`src/sv/adc2w_pkg.sv`:
```
// types and constants shared by the two-wire adc serial master
package adc2w_pkg;

  // request codes carried in the action field
  typedef enum logic [1:0] {
    ACT_NONE      = 2'd0,
    ACT_READ_CONV = 2'd1,
    ACT_READ_CFG  = 2'd2,
    ACT_WRITE_CFG = 2'd3
  } action_e;

  // sequencer phases, one-hot
  typedef enum logic [4:0] {
    PH_IDLE    = 5'b00001,
    PH_WAIT    = 5'b00010,
    PH_HIGH    = 5'b00100,
    PH_LOW     = 5'b01000,
    PH_RELEASE = 5'b10000
  } phase_e;

  localparam logic [15:0] HALF_PERIOD_RESET = 16'd360;

  // 7-bit command words
  localparam logic [6:0] CMD_READ  = 7'h56;
  localparam logic [6:0] CMD_WRITE = 7'h65;

  // clock counts and clock windows
  localparam logic [5:0] CONV_CLOCKS = 6'd27;
  localparam logic [5:0] CFG_CLOCKS  = 6'd46;
  localparam logic [5:0] CONV_BITS   = 6'd24;
  localparam logic [5:0] CMD_FIRST   = 6'd29;
  localparam logic [5:0] CMD_LAST    = 6'd35;
  localparam logic [5:0] BYTE_FIRST  = 6'd37;
  localparam logic [5:0] BYTE_LAST   = 6'd44;

  // one system tick of input
  typedef struct packed {
    logic [1:0] action;
    logic [7:0] write_value;
    logic       data_pin_in;
  } in_item_t;

  // pin levels and status after one tick
  typedef struct packed {
    logic        clock_pin;
    logic        data_drive_enable;
    logic        data_pin_out;
    logic [23:0] conversion_value;
    logic [7:0]  config_value;
    logic        busy_res;
    logic        done_res;
  } out_item_t;

endpackage

```
`src/sv/adc_two_wire_serial_master.sv`:
```
// two-wire clock/data serial master for a 24-bit sigma-delta adc
// Each input item is one system tick: an optional request (taken only while idle) and the
// sampled data pin level. Every item yields exactly one result item holding the pin levels to
// drive, busy/done flags and the captured conversion word and config byte. The pin sequencer
// state advances by one tick per accepted item in a single register stage, so one item is
// taken every clock cycle and its result sits in the output register from the next cycle on;
// a new item is taken while that result is being read out, and only a stall on the output
// side with a result still held stops input. The half period register (reset 360 ticks, zero
// treated as one) applies at once when written, also in the middle of a transfer; write it
// only while no item is in flight.
module adc_two_wire_serial_master
  import adc2w_pkg::*;
(
  input  logic        clk_i,
  input  logic        rst_ni,
  input  logic        cfg_we_i,
  input  logic [15:0] cfg_wdata_i,
  input  logic        in_valid_i,
  output logic        in_stall_o,
  input  in_item_t    in_item_i,
  output logic        out_valid_o,
  input  logic        out_stall_i,
  output out_item_t   out_item_o
);

  // master drives data during the command, and the byte on a write
  function automatic logic cfg_drive(action_e kind, logic [5:0] k);
    logic res;
    res = 1'b0;
    if (kind == ACT_READ_CFG || kind == ACT_WRITE_CFG) begin
      if (k inside {[CMD_FIRST:CMD_LAST]}) begin
        res = 1'b1;
      end else if (kind == ACT_WRITE_CFG && (k inside {[BYTE_FIRST:BYTE_LAST]})) begin
        res = 1'b1;
      end
    end
    return res;
  endfunction

  // bit put on the data pin at the rising clock of clock k
  function automatic logic cfg_bit(action_e kind, logic [5:0] k, logic [7:0] sb);
    logic [6:0] cmd;
    logic [5:0] idx;
    logic       res;
    cmd = (kind == ACT_WRITE_CFG) ? CMD_WRITE : CMD_READ;
    idx = 6'd0;
    res = 1'b0;
    if (k inside {[CMD_FIRST:CMD_LAST]}) begin
      idx = CMD_LAST - k;
      res = cmd[idx[2:0]];
    end else if (k inside {[BYTE_FIRST:BYTE_LAST]}) begin
      idx = BYTE_LAST - k;
      res = sb[idx[2:0]];
    end
    return res;
  endfunction

  logic [15:0] half_period_q;
  phase_e      phase_q, phase_d;
  logic [5:0]  clock_count_q, clock_count_d;
  logic [15:0] tick_count_q, tick_count_d;
  logic [23:0] capture_shift_q, capture_shift_d;
  logic [7:0]  send_byte_q, send_byte_d;
  action_e     request_kind_q, request_kind_d;
  logic        clock_level_q, clock_level_d;
  logic [7:0]  config_store_q, config_store_d;
  logic        data_level_q, data_level_d;
  logic        out_valid_q;
  out_item_t   out_item_q, out_item_d;

  logic        in_accept;
  logic [15:0] hp;
  logic [15:0] tick_inc;
  logic [5:0]  clock_inc;
  logic [5:0]  total_clocks;
  logic        done;
  logic        drive;
  logic        data_out;

  // handshake: hold input only while a result waits and is stalled
  assign in_stall_o  = out_valid_q & out_stall_i;
  assign in_accept   = in_valid_i & ~in_stall_o;
  assign out_valid_o = out_valid_q;
  assign out_item_o  = out_item_q;

  assign hp           = (half_period_q == 16'd0) ? 16'd1 : half_period_q;
  assign tick_inc     = tick_count_q + 16'd1;
  assign clock_inc    = clock_count_q + 6'd1;
  assign total_clocks = (request_kind_q == ACT_READ_CONV) ? CONV_CLOCKS : CFG_CLOCKS;

  // one tick of the pin sequencer
  always_comb begin
    phase_d         = phase_q;
    clock_count_d   = clock_count_q;
    tick_count_d    = tick_count_q;
    capture_shift_d = capture_shift_q;
    send_byte_d     = send_byte_q;
    request_kind_d  = request_kind_q;
    clock_level_d   = clock_level_q;
    config_store_d  = config_store_q;
    data_level_d    = data_level_q;
    done            = 1'b0;

    case (phase_q)
      PH_IDLE: begin
        if (action_e'(in_item_i.action) != ACT_NONE) begin
          request_kind_d = action_e'(in_item_i.action);
          send_byte_d    = in_item_i.write_value;
          clock_count_d  = 6'd0;
          tick_count_d   = 16'd0;
          phase_d        = PH_WAIT;
        end
      end
      PH_WAIT: begin
        // data low means the converter is ready
        if (!in_item_i.data_pin_in) begin
          clock_count_d = 6'd0;
          if (request_kind_q == ACT_READ_CONV) begin
            capture_shift_d = 24'd0;
          end
          phase_d       = PH_HIGH;
          tick_count_d  = 16'd0;
          clock_level_d = 1'b1;
          data_level_d  = cfg_drive(request_kind_q, 6'd0)
                          ? cfg_bit(request_kind_q, 6'd0, send_byte_q) : 1'b0;
        end
      end
      PH_HIGH: begin
        tick_count_d = tick_inc;
        if (tick_inc >= hp) begin
          // sample at the end of the high half
          if (request_kind_q == ACT_READ_CONV && clock_count_q < CONV_BITS) begin
            capture_shift_d = {capture_shift_q[22:0], in_item_i.data_pin_in};
          end
          if (request_kind_q == ACT_READ_CFG
              && (clock_count_q inside {[BYTE_FIRST:BYTE_LAST]})) begin
            send_byte_d = {send_byte_q[6:0], in_item_i.data_pin_in};
          end
          phase_d       = PH_LOW;
          tick_count_d  = 16'd0;
          clock_level_d = 1'b0;
        end
      end
      PH_LOW: begin
        tick_count_d = tick_inc;
        if (tick_inc >= hp) begin
          tick_count_d = 16'd0;
          if (clock_inc >= total_clocks) begin
            clock_count_d = 6'd0;
            data_level_d  = 1'b0;
            if (request_kind_q == ACT_READ_CONV) begin
              phase_d = PH_RELEASE;
            end else begin
              if (request_kind_q == ACT_READ_CFG) begin
                config_store_d = send_byte_q;
              end
              phase_d = PH_IDLE;
              done    = 1'b1;
            end
          end else begin
            // next clock pulse starts high
            clock_count_d = clock_inc;
            phase_d       = PH_HIGH;
            clock_level_d = 1'b1;
            data_level_d  = cfg_drive(request_kind_q, clock_inc)
                            ? cfg_bit(request_kind_q, clock_inc, send_byte_q) : 1'b0;
          end
        end
      end
      PH_RELEASE: begin
        phase_d      = PH_IDLE;
        data_level_d = 1'b0;
        done         = 1'b1;
      end
      default: begin
        phase_d       = PH_IDLE;
        clock_level_d = 1'b0;
        data_level_d  = 1'b0;
      end
    endcase

    // pin drive after the update
    drive = 1'b0;
    if (phase_d == PH_RELEASE) begin
      drive = 1'b1;
    end else if (phase_d == PH_HIGH || phase_d == PH_LOW) begin
      drive = cfg_drive(request_kind_d, clock_count_d);
    end
    if (phase_d == PH_RELEASE) begin
      data_out = 1'b1;
    end else begin
      data_out = drive & data_level_d;
    end

    out_item_d.clock_pin         = clock_level_d;
    out_item_d.data_drive_enable = drive;
    out_item_d.data_pin_out      = data_out;
    out_item_d.conversion_value  = capture_shift_d;
    out_item_d.config_value      = config_store_d;
    out_item_d.busy_res          = (phase_d != PH_IDLE);
    out_item_d.done_res          = done;
  end

  // half period register
  always_ff @(posedge clk_i or negedge rst_ni) begin
    if (!rst_ni) begin
      half_period_q <= HALF_PERIOD_RESET;
    end else if (cfg_we_i) begin
      half_period_q <= cfg_wdata_i;
    end
  end

  // sequencer state, advanced once per item
  always_ff @(posedge clk_i or negedge rst_ni) begin
    if (!rst_ni) begin
      phase_q         <= PH_IDLE;
      clock_count_q   <= 6'd0;
      tick_count_q    <= 16'd0;
      capture_shift_q <= 24'd0;
      send_byte_q     <= 8'd0;
      request_kind_q  <= ACT_NONE;
      clock_level_q   <= 1'b0;
      config_store_q  <= 8'd0;
      data_level_q    <= 1'b0;
    end else if (in_accept) begin
      phase_q         <= phase_d;
      clock_count_q   <= clock_count_d;
      tick_count_q    <= tick_count_d;
      capture_shift_q <= capture_shift_d;
      send_byte_q     <= send_byte_d;
      request_kind_q  <= request_kind_d;
      clock_level_q   <= clock_level_d;
      config_store_q  <= config_store_d;
      data_level_q    <= data_out;
    end
  end

  // result register valid
  always_ff @(posedge clk_i or negedge rst_ni) begin
    if (!rst_ni) begin
      out_valid_q <= 1'b0;
    end else if (in_accept) begin
      out_valid_q <= 1'b1;
    end else if (!out_stall_i) begin
      out_valid_q <= 1'b0;
    end
  end

  // result register payload
  always_ff @(posedge clk_i) begin
    if (in_accept) begin
      out_item_q <= out_item_d;
    end
  end

endmodule

```
`config.mk`:
```
export PLATFORM = sky130hd
export DESIGN_NAME = adc_two_wire_serial_master
export DESIGN_NICKNAME = d
export VERILOG_FILES = /design/src/sv/adc2w_pkg.sv /design/src/sv/adc_two_wire_serial_master.sv
export SDC_FILE = /design/constraint.sdc
export NUM_CORES = 1
export LEC_CHECK = 0
export BUFFER_PORTS_ARGS = -buffer_cell sky130_fd_sc_hd__buf_2
export CAP_MARGIN = 20
export CORE_UTILIZATION = 59
export CTS_CLUSTER_SIZE = 14
export DETAILED_ROUTE_END_ITERATION = 7
export HOLD_SLACK_MARGIN = 0.05
export PLACE_DENSITY_LB_ADDON = 0.1
export SETUP_SLACK_MARGIN = 0.5
export SLEW_MARGIN = 20
export SYNTH_ARGS = -nofsm -noshare
export SYNTH_HDL_FRONTEND = slang
export SYNTH_SLANG_ARGS = --single-unit
```
`constraint.sdc`:
```
create_clock -name clk_i -period 4.04 [get_ports clk_i]
set_clock_uncertainty 0.15 [all_clocks]
set_input_delay 0.606 -clock clk_i [delete_from_list [all_inputs] [get_ports clk_i]]
set_output_delay 0.606 -clock clk_i [all_outputs]
set_load 0.02 [all_outputs]
```
==> impl_results.md, run 1 <==
- Crit path required time: 4.15 ns
- Mapped Area: 6410 um2
- Clock buffer depth: 2
- Final Slew Violations: 0
- Slew HR: 38.7%
- First-pass DRT Iterations: 5
- First-pass GRT wire length: 23900 um
- Inst Count DP: 773
- Antenna Violating Nets Remaining: 0
- Starting Density: 61.5%
- DR iter-0 viols: 409
- Ys flop type: dfrtp_1
- Synth warnings: 0
- Mean Syn Cell Area: 10.9 um2
- Setup TNS: 0 ns
- Max-cap violation count: 0
- # DRC: 0
- Synth cell types: 65
- Clock sinks: 125
- DP Worst Slack: 0.0955 ns
- Register area: 3320 um2
- Die ar.: 11300 um2
- Setup-failing EPs final: 0
- Worst path arrival time: 4.10 ns
- Share of cells above drive strength 1: 28.0%
- Switching portion of total power: 31.2%
- Nets: 733
- Area Overhead vs Synth: 22.2%
- Hold_buf cts: 0
- GP Congestion: 0.887
- Total track usage: 27.4%
- Worst Tran Pin Value: 0.920 ns
- CP Launch Type: flop
- RSZ-0062 raised after global routing: true
- CTS tree: done
- Net Switching: 0.00109 W
- DR WL/cell: 18.4 um
- CP Max Fanout: 5
- Setup crit end kind: flop
- Global route overflow: 0
- Routed WL: 15200 um
- Rows: 37
- Post-synth top area share: 32.4%
- P_int: between 0.002 and 0.0025 W
- Share of synthesized flip-flops with an asynchronous set or reset: 70.4%
- Setup ws final: 0.0513 ns
- Minimum clock period: approximately 4 ns
- Ant diodes: 0
- Synth Register Bits: 125
- Port buffer count: 70
- Ranking of synthesized cells by area: dfrtp_1 32%, edfxtp_1 17%, a22o_1 8.5%
- Synth Net Count: 644
- Post-route insts no fill: 825
- Final period utilization: between 90% and 100%
- DR vias/cell: 6.11
- Worst-skew pair later-pin latency: 0.53 ns
- Clock-pin slew on the worst setup and hold paths: 0.06 ns
- Outcome: complete, no violations
- Multi-input logic area: around 3000 um2
- Largest net degree at the start of global routing: 73
- CTS H-tree lvls: 4
- DIE HEIGHT: about 110 um
- TritonCTS buffer count: 17
- Leak: about 3.6 nW
- DR vias: 5039
- Maximum clock frequency: 0.251 GHz
- Initial antenna violation count: 0
- Post-synth EDFFs: 37
- Hpwl dp: roughly 9400 um
- Worst min path class: in -> async
- Cell taking the most area after synthesis: dfrtp_1
- Vias in the first global route: 4894
- Seq/Total Area, Yosys: 51.8%
- Clk pwr share: 41.1%
- Gate count of the mapped netlist: 587
- Filler cells: 668
- I/O pins: 71
- Clock root buffer: clkbuf_8
- Core Footprint: ~10000 um2
- PwrDens: 448 nW/um2
- Die width: 106 um
- Fin. Hold Viols: 0
- Reg power frac: between 40% and 50%
- Combinational cell fraction of total power: 15.3%
- Commonest non-fill, non-tap cell in the layout: dfrtp_1
- WS Path Type: reg -> reg
- Commonest cells after routing, fill and taps aside: 82 x dfrtp_1, 69 x buf_2, 68 x nand2_1
- VDD IR max: between 0.2 and 0.3 mV
-- cell families after synthesis --
family	share of synthesized area (%)
xor gates and xnor gates	3.40
DFF	51.8
buffers and inverters	4.22
muxes	4.02
AOI/OAI and AO/OA	19.0
and+or+nand+nor	12.7
adders and majority gates	4.88
-- power groups by stage --
stage	Sequential (W)	Clock, W	Combinational [W]
CTS	0.00152	0.00145	0.000523
floorplan	0.00153	0	0.000337
finish	0.00153	0.00144	0.000538
global route	0.00154	0.00151	0.000595
detailed placement	0.00154	0	0.000495
global placement	0.00153	0	0.000472
-- per-stage QoR --
stage | instance area [um2] | hold slack [ns] | utilization [%] | total power, W
after floorplan | 6440 | 0.160 | - | 0.00186
after global placement | 6890 | 0.334 | 66.2 | 0.00200
after detailed placement | 6890 | 0.342 | 66.2 | 0.00203
after CTS | 7650 | 0.113 | 73.4 | 0.00350
after global routing | 7830 | 0.127 | 75.2 | 0.00365
final | 7830 | 0.0739 | 75.2 | 0.00351
-- synth_stat cells (all sizes together), types with 5 or more instances --
cell type	instances
a21oi	17
a22o	62
a31oi	12
and3	8
buf	13
clkbuf	19
dfrtp	83
dfstp	5
edfxtp	37
ha	25
inv	30
mux2	18
nand2	69
nand2b	8
nand3	16
nor2	27
nor2b	5
nor3	12
nor4	5
o21ai	38
xnor2	16
xor2	8
-- timing repair --
action                     CTS  global route
cloned                       0             3
setup endpoints to repair   69            97
buffers inserted            12             5
gates resized for setup     18            19
pin swaps                   18            14
-- final timing paths --
path | startpoint | slack, ns | cells past startpoint | to
setup reg to reg | tick_count_q[7] | 0.05 | 15 | out_item_o[35]
setup / recovery | tick_count_q[7] | 0.05 | 15 | out_item_o[35]
max in group asynchronous | rst_ni | 2.80 | 2 | phase_q[0]
min in group clk_i | cfg_wdata_i[12] | 0.14 | 3 | half_period_q[12]
hold / removal | rst_ni | 0.07 | 1 | clock_count_q[5]
hold reg to reg | config_store_q[5] | 0.35 | 1 | config_store_q[5]
-- cell type report --
class / count / area share [%]
clock buffer: 17 / 5.29
tap: 136 / 2.17
clock inverter: 15 / 1.88
multi-input combinational: 399 / 38.3
inverter: 31 / 1.49
timing repair buffer: 102 / 8.48
sequential: 125 / 42.4
-- critical path: stages, from the launching register on --
cell      delay [ns]
dfrtp_1         0.47
nand4_1         0.12
buf_4           0.18
nor3_4          0.21
and4_1          0.23
xor2_1          0.22
ha_1            0.28
nand4_1         0.19
o22ai_1         0.12
nor2_1          0.21
nand3_2         0.19
and3_4          0.23
a221o_1         0.37
nor4b_4         0.15
a211oi_2        0.30
o21ai_1         0.11
-- registers in the layout (all words and copies together), names as in the netlist --
| register | flops |
|---|---|
| clock_count_q | 6 |
| capture_shift_q | 24 |
| tick_count_q | 16 |
| clock_level_q | 1 |
| data_level_q | 1 |
| out_valid_o | 1 |
| send_byte_q | 8 |
| out_item_o | 37 |
| config_store_q | 8 |
| phase_q | 5 |
| half_period_q | 16 |
| request_kind_q | 2 |
-- routing by layer --
metal  part of all wire [%]  global-route usage, %
met4                    2.4                   10.6
met5                      0                      0
met1                     42                   37.1
met2                     49                   43.6
met3                    6.1                   5.58
No activity file was read; power rests on OpenSTA's default activity.
==> inputs of run 2 (changes only) <==
--- a/config.mk
+++ b/config.mk
@@ -12,6 +12,7 @@
 export DETAILED_ROUTE_END_ITERATION = 7
 export HOLD_SLACK_MARGIN = 0.05
 export PLACE_DENSITY_LB_ADDON = 0.1
+export REMOVE_ABC_BUFFERS = 1
 export SETUP_SLACK_MARGIN = 0.5
 export SLEW_MARGIN = 20
 export SYNTH_ARGS = -nofsm -noshare
==> impl_results.md, run 2 (same netlist as run 1, synthesis figures left out) <==
- Die width: approximately 110 um
- Clock-pin slew on the worst setup and hold paths: 0.06 ns
- Initial antenna violation count: 0
- Clock sinks: 125
- Maximum clock frequency: 0.249 GHz
- Slew HR: between 10% and 20%
- GP Congestion: 0.925
- Port buffer count: 70
- CP max stage delay: 0.42 ns
- R2r startpoint: tick_count_q[8]
- First-pass DRT Iterations: 5
- Setup TNS: 0 ns
- Largest register FFs: 37
- Max-cap violation count: 0
- VDD IR max: 0.302 mV
- Rows: 37
- CP dominant cell by count: buf_4
- CP Max Fanout: 6
- Clock root buffer: clkbuf_8
- Setup crit end kind: flop
- # DRC: 0
- CP bufs+invs: 5
- Hold_sp: in_valid_i
- Worst path arrival time: 4.13 ns
- I/O pins: 71
- Share of cells above drive strength 1: roughly 32%
- WS Path Type: reg -> reg
- Met2 wire len: 8040 um
- Outcome: complete, no violations
- TritonCTS buffer count: 17
- CTS H-tree lvls: 4
- DR vias/cell: between 6 and 7
- Total track usage: ~28%
- R2r worst-path depth: 19
- Hpwl dp: 9100 um
- Commonest cells after routing, fill and taps aside: 81 x dfrtp_1, 69 x buf_2, 64 x nand2_1
- Post-route insts no fill: approximately 840
- Largest net degree at the start of global routing: 80
- Global route overflow: 0
- Vias in the first global route: 4923
- Hold Path Sink: out_valid_o
- Core Footprint: approximately 10000 um2
- Fin. Hold Viols: 0
- R2r setup slk: 0.02 ns
- RSZ-0062 raised after global routing: true
- Final Slew Violations: 0
- Top Layer Used: met4
- Worst min path class: in -> reg
- Nets: between 700 and 800
- CP Launch Type: flop
- Leak: 3.79 nW
- PwrDens: between 400 and 500 nW/um2
- Antenna Violating Nets Remaining: 0
- Minimum clock period: around 4.0 ns
- Crit path required time: 4.16 ns
- DR WL/cell: 19.7 um
- Hold Crit Depth: 2
- Detail Route met3 WL: 1120 um
- Starting Density: about 60%
- Commonest non-fill, non-tap cell in the layout: dfrtp_1
- Ant diodes: 0
- Crit path max-delay family: simple AND/OR/NAND/NOR gates
- Worst Tran Pin Value: 1.32 ns
- DR iter-0 viols: 465
- Area Overhead vs Synth: 27.3%
- DR vias: 5305
- Inst Count DP: 773
- First-pass GRT wire length: 24700 um
- Setup-failing EPs final: 0
- Crit path cell chain: nand4_1 -> buf_4 -> nor3_4 -> and2_1 -> xor2_2 -> ha_1 -> nand4_1 -> buf_4 -> nor4_4 -> o31ai_4 -> nand3_4 -> buf_6 -> buf_4 -> buf_6 -> o21a_1 -> nand3b_1 -> a32o_1 -> nand2_1 -> o21ai_1
- DIE HEIGHT: 106 um
- Die ar.: approximately 11000 um2
- M1 WL: a little under 7000 um
- CTS tree: done
- Worst-skew pair later-pin latency: approximately 0.52 ns
- Clock buffer depth: 2
- Routed WL: 16600 um
- Final period utilization: 99.5%
- Critical-path top delay cell: dfrtp_1
- Crit Reg-Reg Endpoint: out_item_o[34]
-- run 2: where the power goes --
part           total (W)  switching, W  internal, W  leakage [nW]
registers        0.00153      0.000119      0.00141          1.52
logic           0.000614      0.000374     0.000240          1.99
clock network    0.00148      0.000598     0.000886         0.277
-- run 2: layout make-up --
| class | count | area [um2] |
|---|---|---|
| Sequential cell | 125 | 3320 |
| Multi-Input combinational cell | 399 | 3150 |
| Tap cell | 136 | 170 |
| Clock inverter | 15 | 161 |
| Timing Repair Buffer | 119 | 826 |
| Fill cell | 603 | 2260 |
| Clock buffer | 17 | 414 |
| Inverter | 31 | 116 |
-- run 2: worst reg2reg max path, cell delays in order, from the launching register on --
cell and delay (ns):
dfrtp_1 0.42, nand4_1 0.18, buf_4 0.20, nor3_4 0.22, and2_1 0.22, xor2_2 0.10
ha_1 0.34, nand4_1 0.21, buf_4 0.23, nor4_4 0.20, o31ai_4 0.13, nand3_4 0.12
buf_6 0.14, buf_4 0.11, buf_6 0.10, o21a_1 0.19, nand3b_1 0.12, a32o_1 0.25
nand2_1 0.07, o21ai_1 0.07
-- run 2: how the worst max path moves through the flow --
stage | end | slack [ns] | cells after the start | start
detailed placement | out_item_o[34] | -0.06 | 15 | tick_count_q[0]
CTS | out_item_o[34] | 0.26 | 16 | tick_count_q[0]
floorplan | capture_shift_q[0] | -0.55 | 15 | tick_count_q[0]
global route | capture_shift_q[18] | -0.05 | 18 | tick_count_q[9]
global placement | out_item_o[34] | 0.17 | 15 | tick_count_q[0]
finish | out_item_o[34] | 0.02 | 19 | tick_count_q[8]
-- run 2: routing by layer --
metal	up-vias	global-route usage, %
li1	2370	-
met1	2567	38.8
met2	305	44.1
met3	63	5.27
met4	0	13.8
met5	-	0
-- run 2: per-stage QoR --
stage	cell area (um2)	setup WS (ns)	utilization, %	hold WS (ns)	power (W)
after floorplan	6260	-0.552	-	0.160	0.00185
after global placement	6880	0.168	66.1	0.334	0.00201
after detailed placement	6880	-0.0593	66.1	0.342	0.00202
after CTS	7790	0.262	74.8	0.131	0.00355
after global routing	8160	-0.0474	78.3	0.136	0.00377
final	8160	0.0213	78.3	0.144	0.00363
-- run 2: timing repair --
action / 4_1_cts / 5_1_grt
buffers inserted: 20 / 13
endpoints found under the setup margin: 100 / 104
endpoints found under the hold margin: 0 / 48
pin swaps: 11 / 19
resized for setup: 33 / 55
hold buffers: 0 / 1
gates cloned: 1 / 2
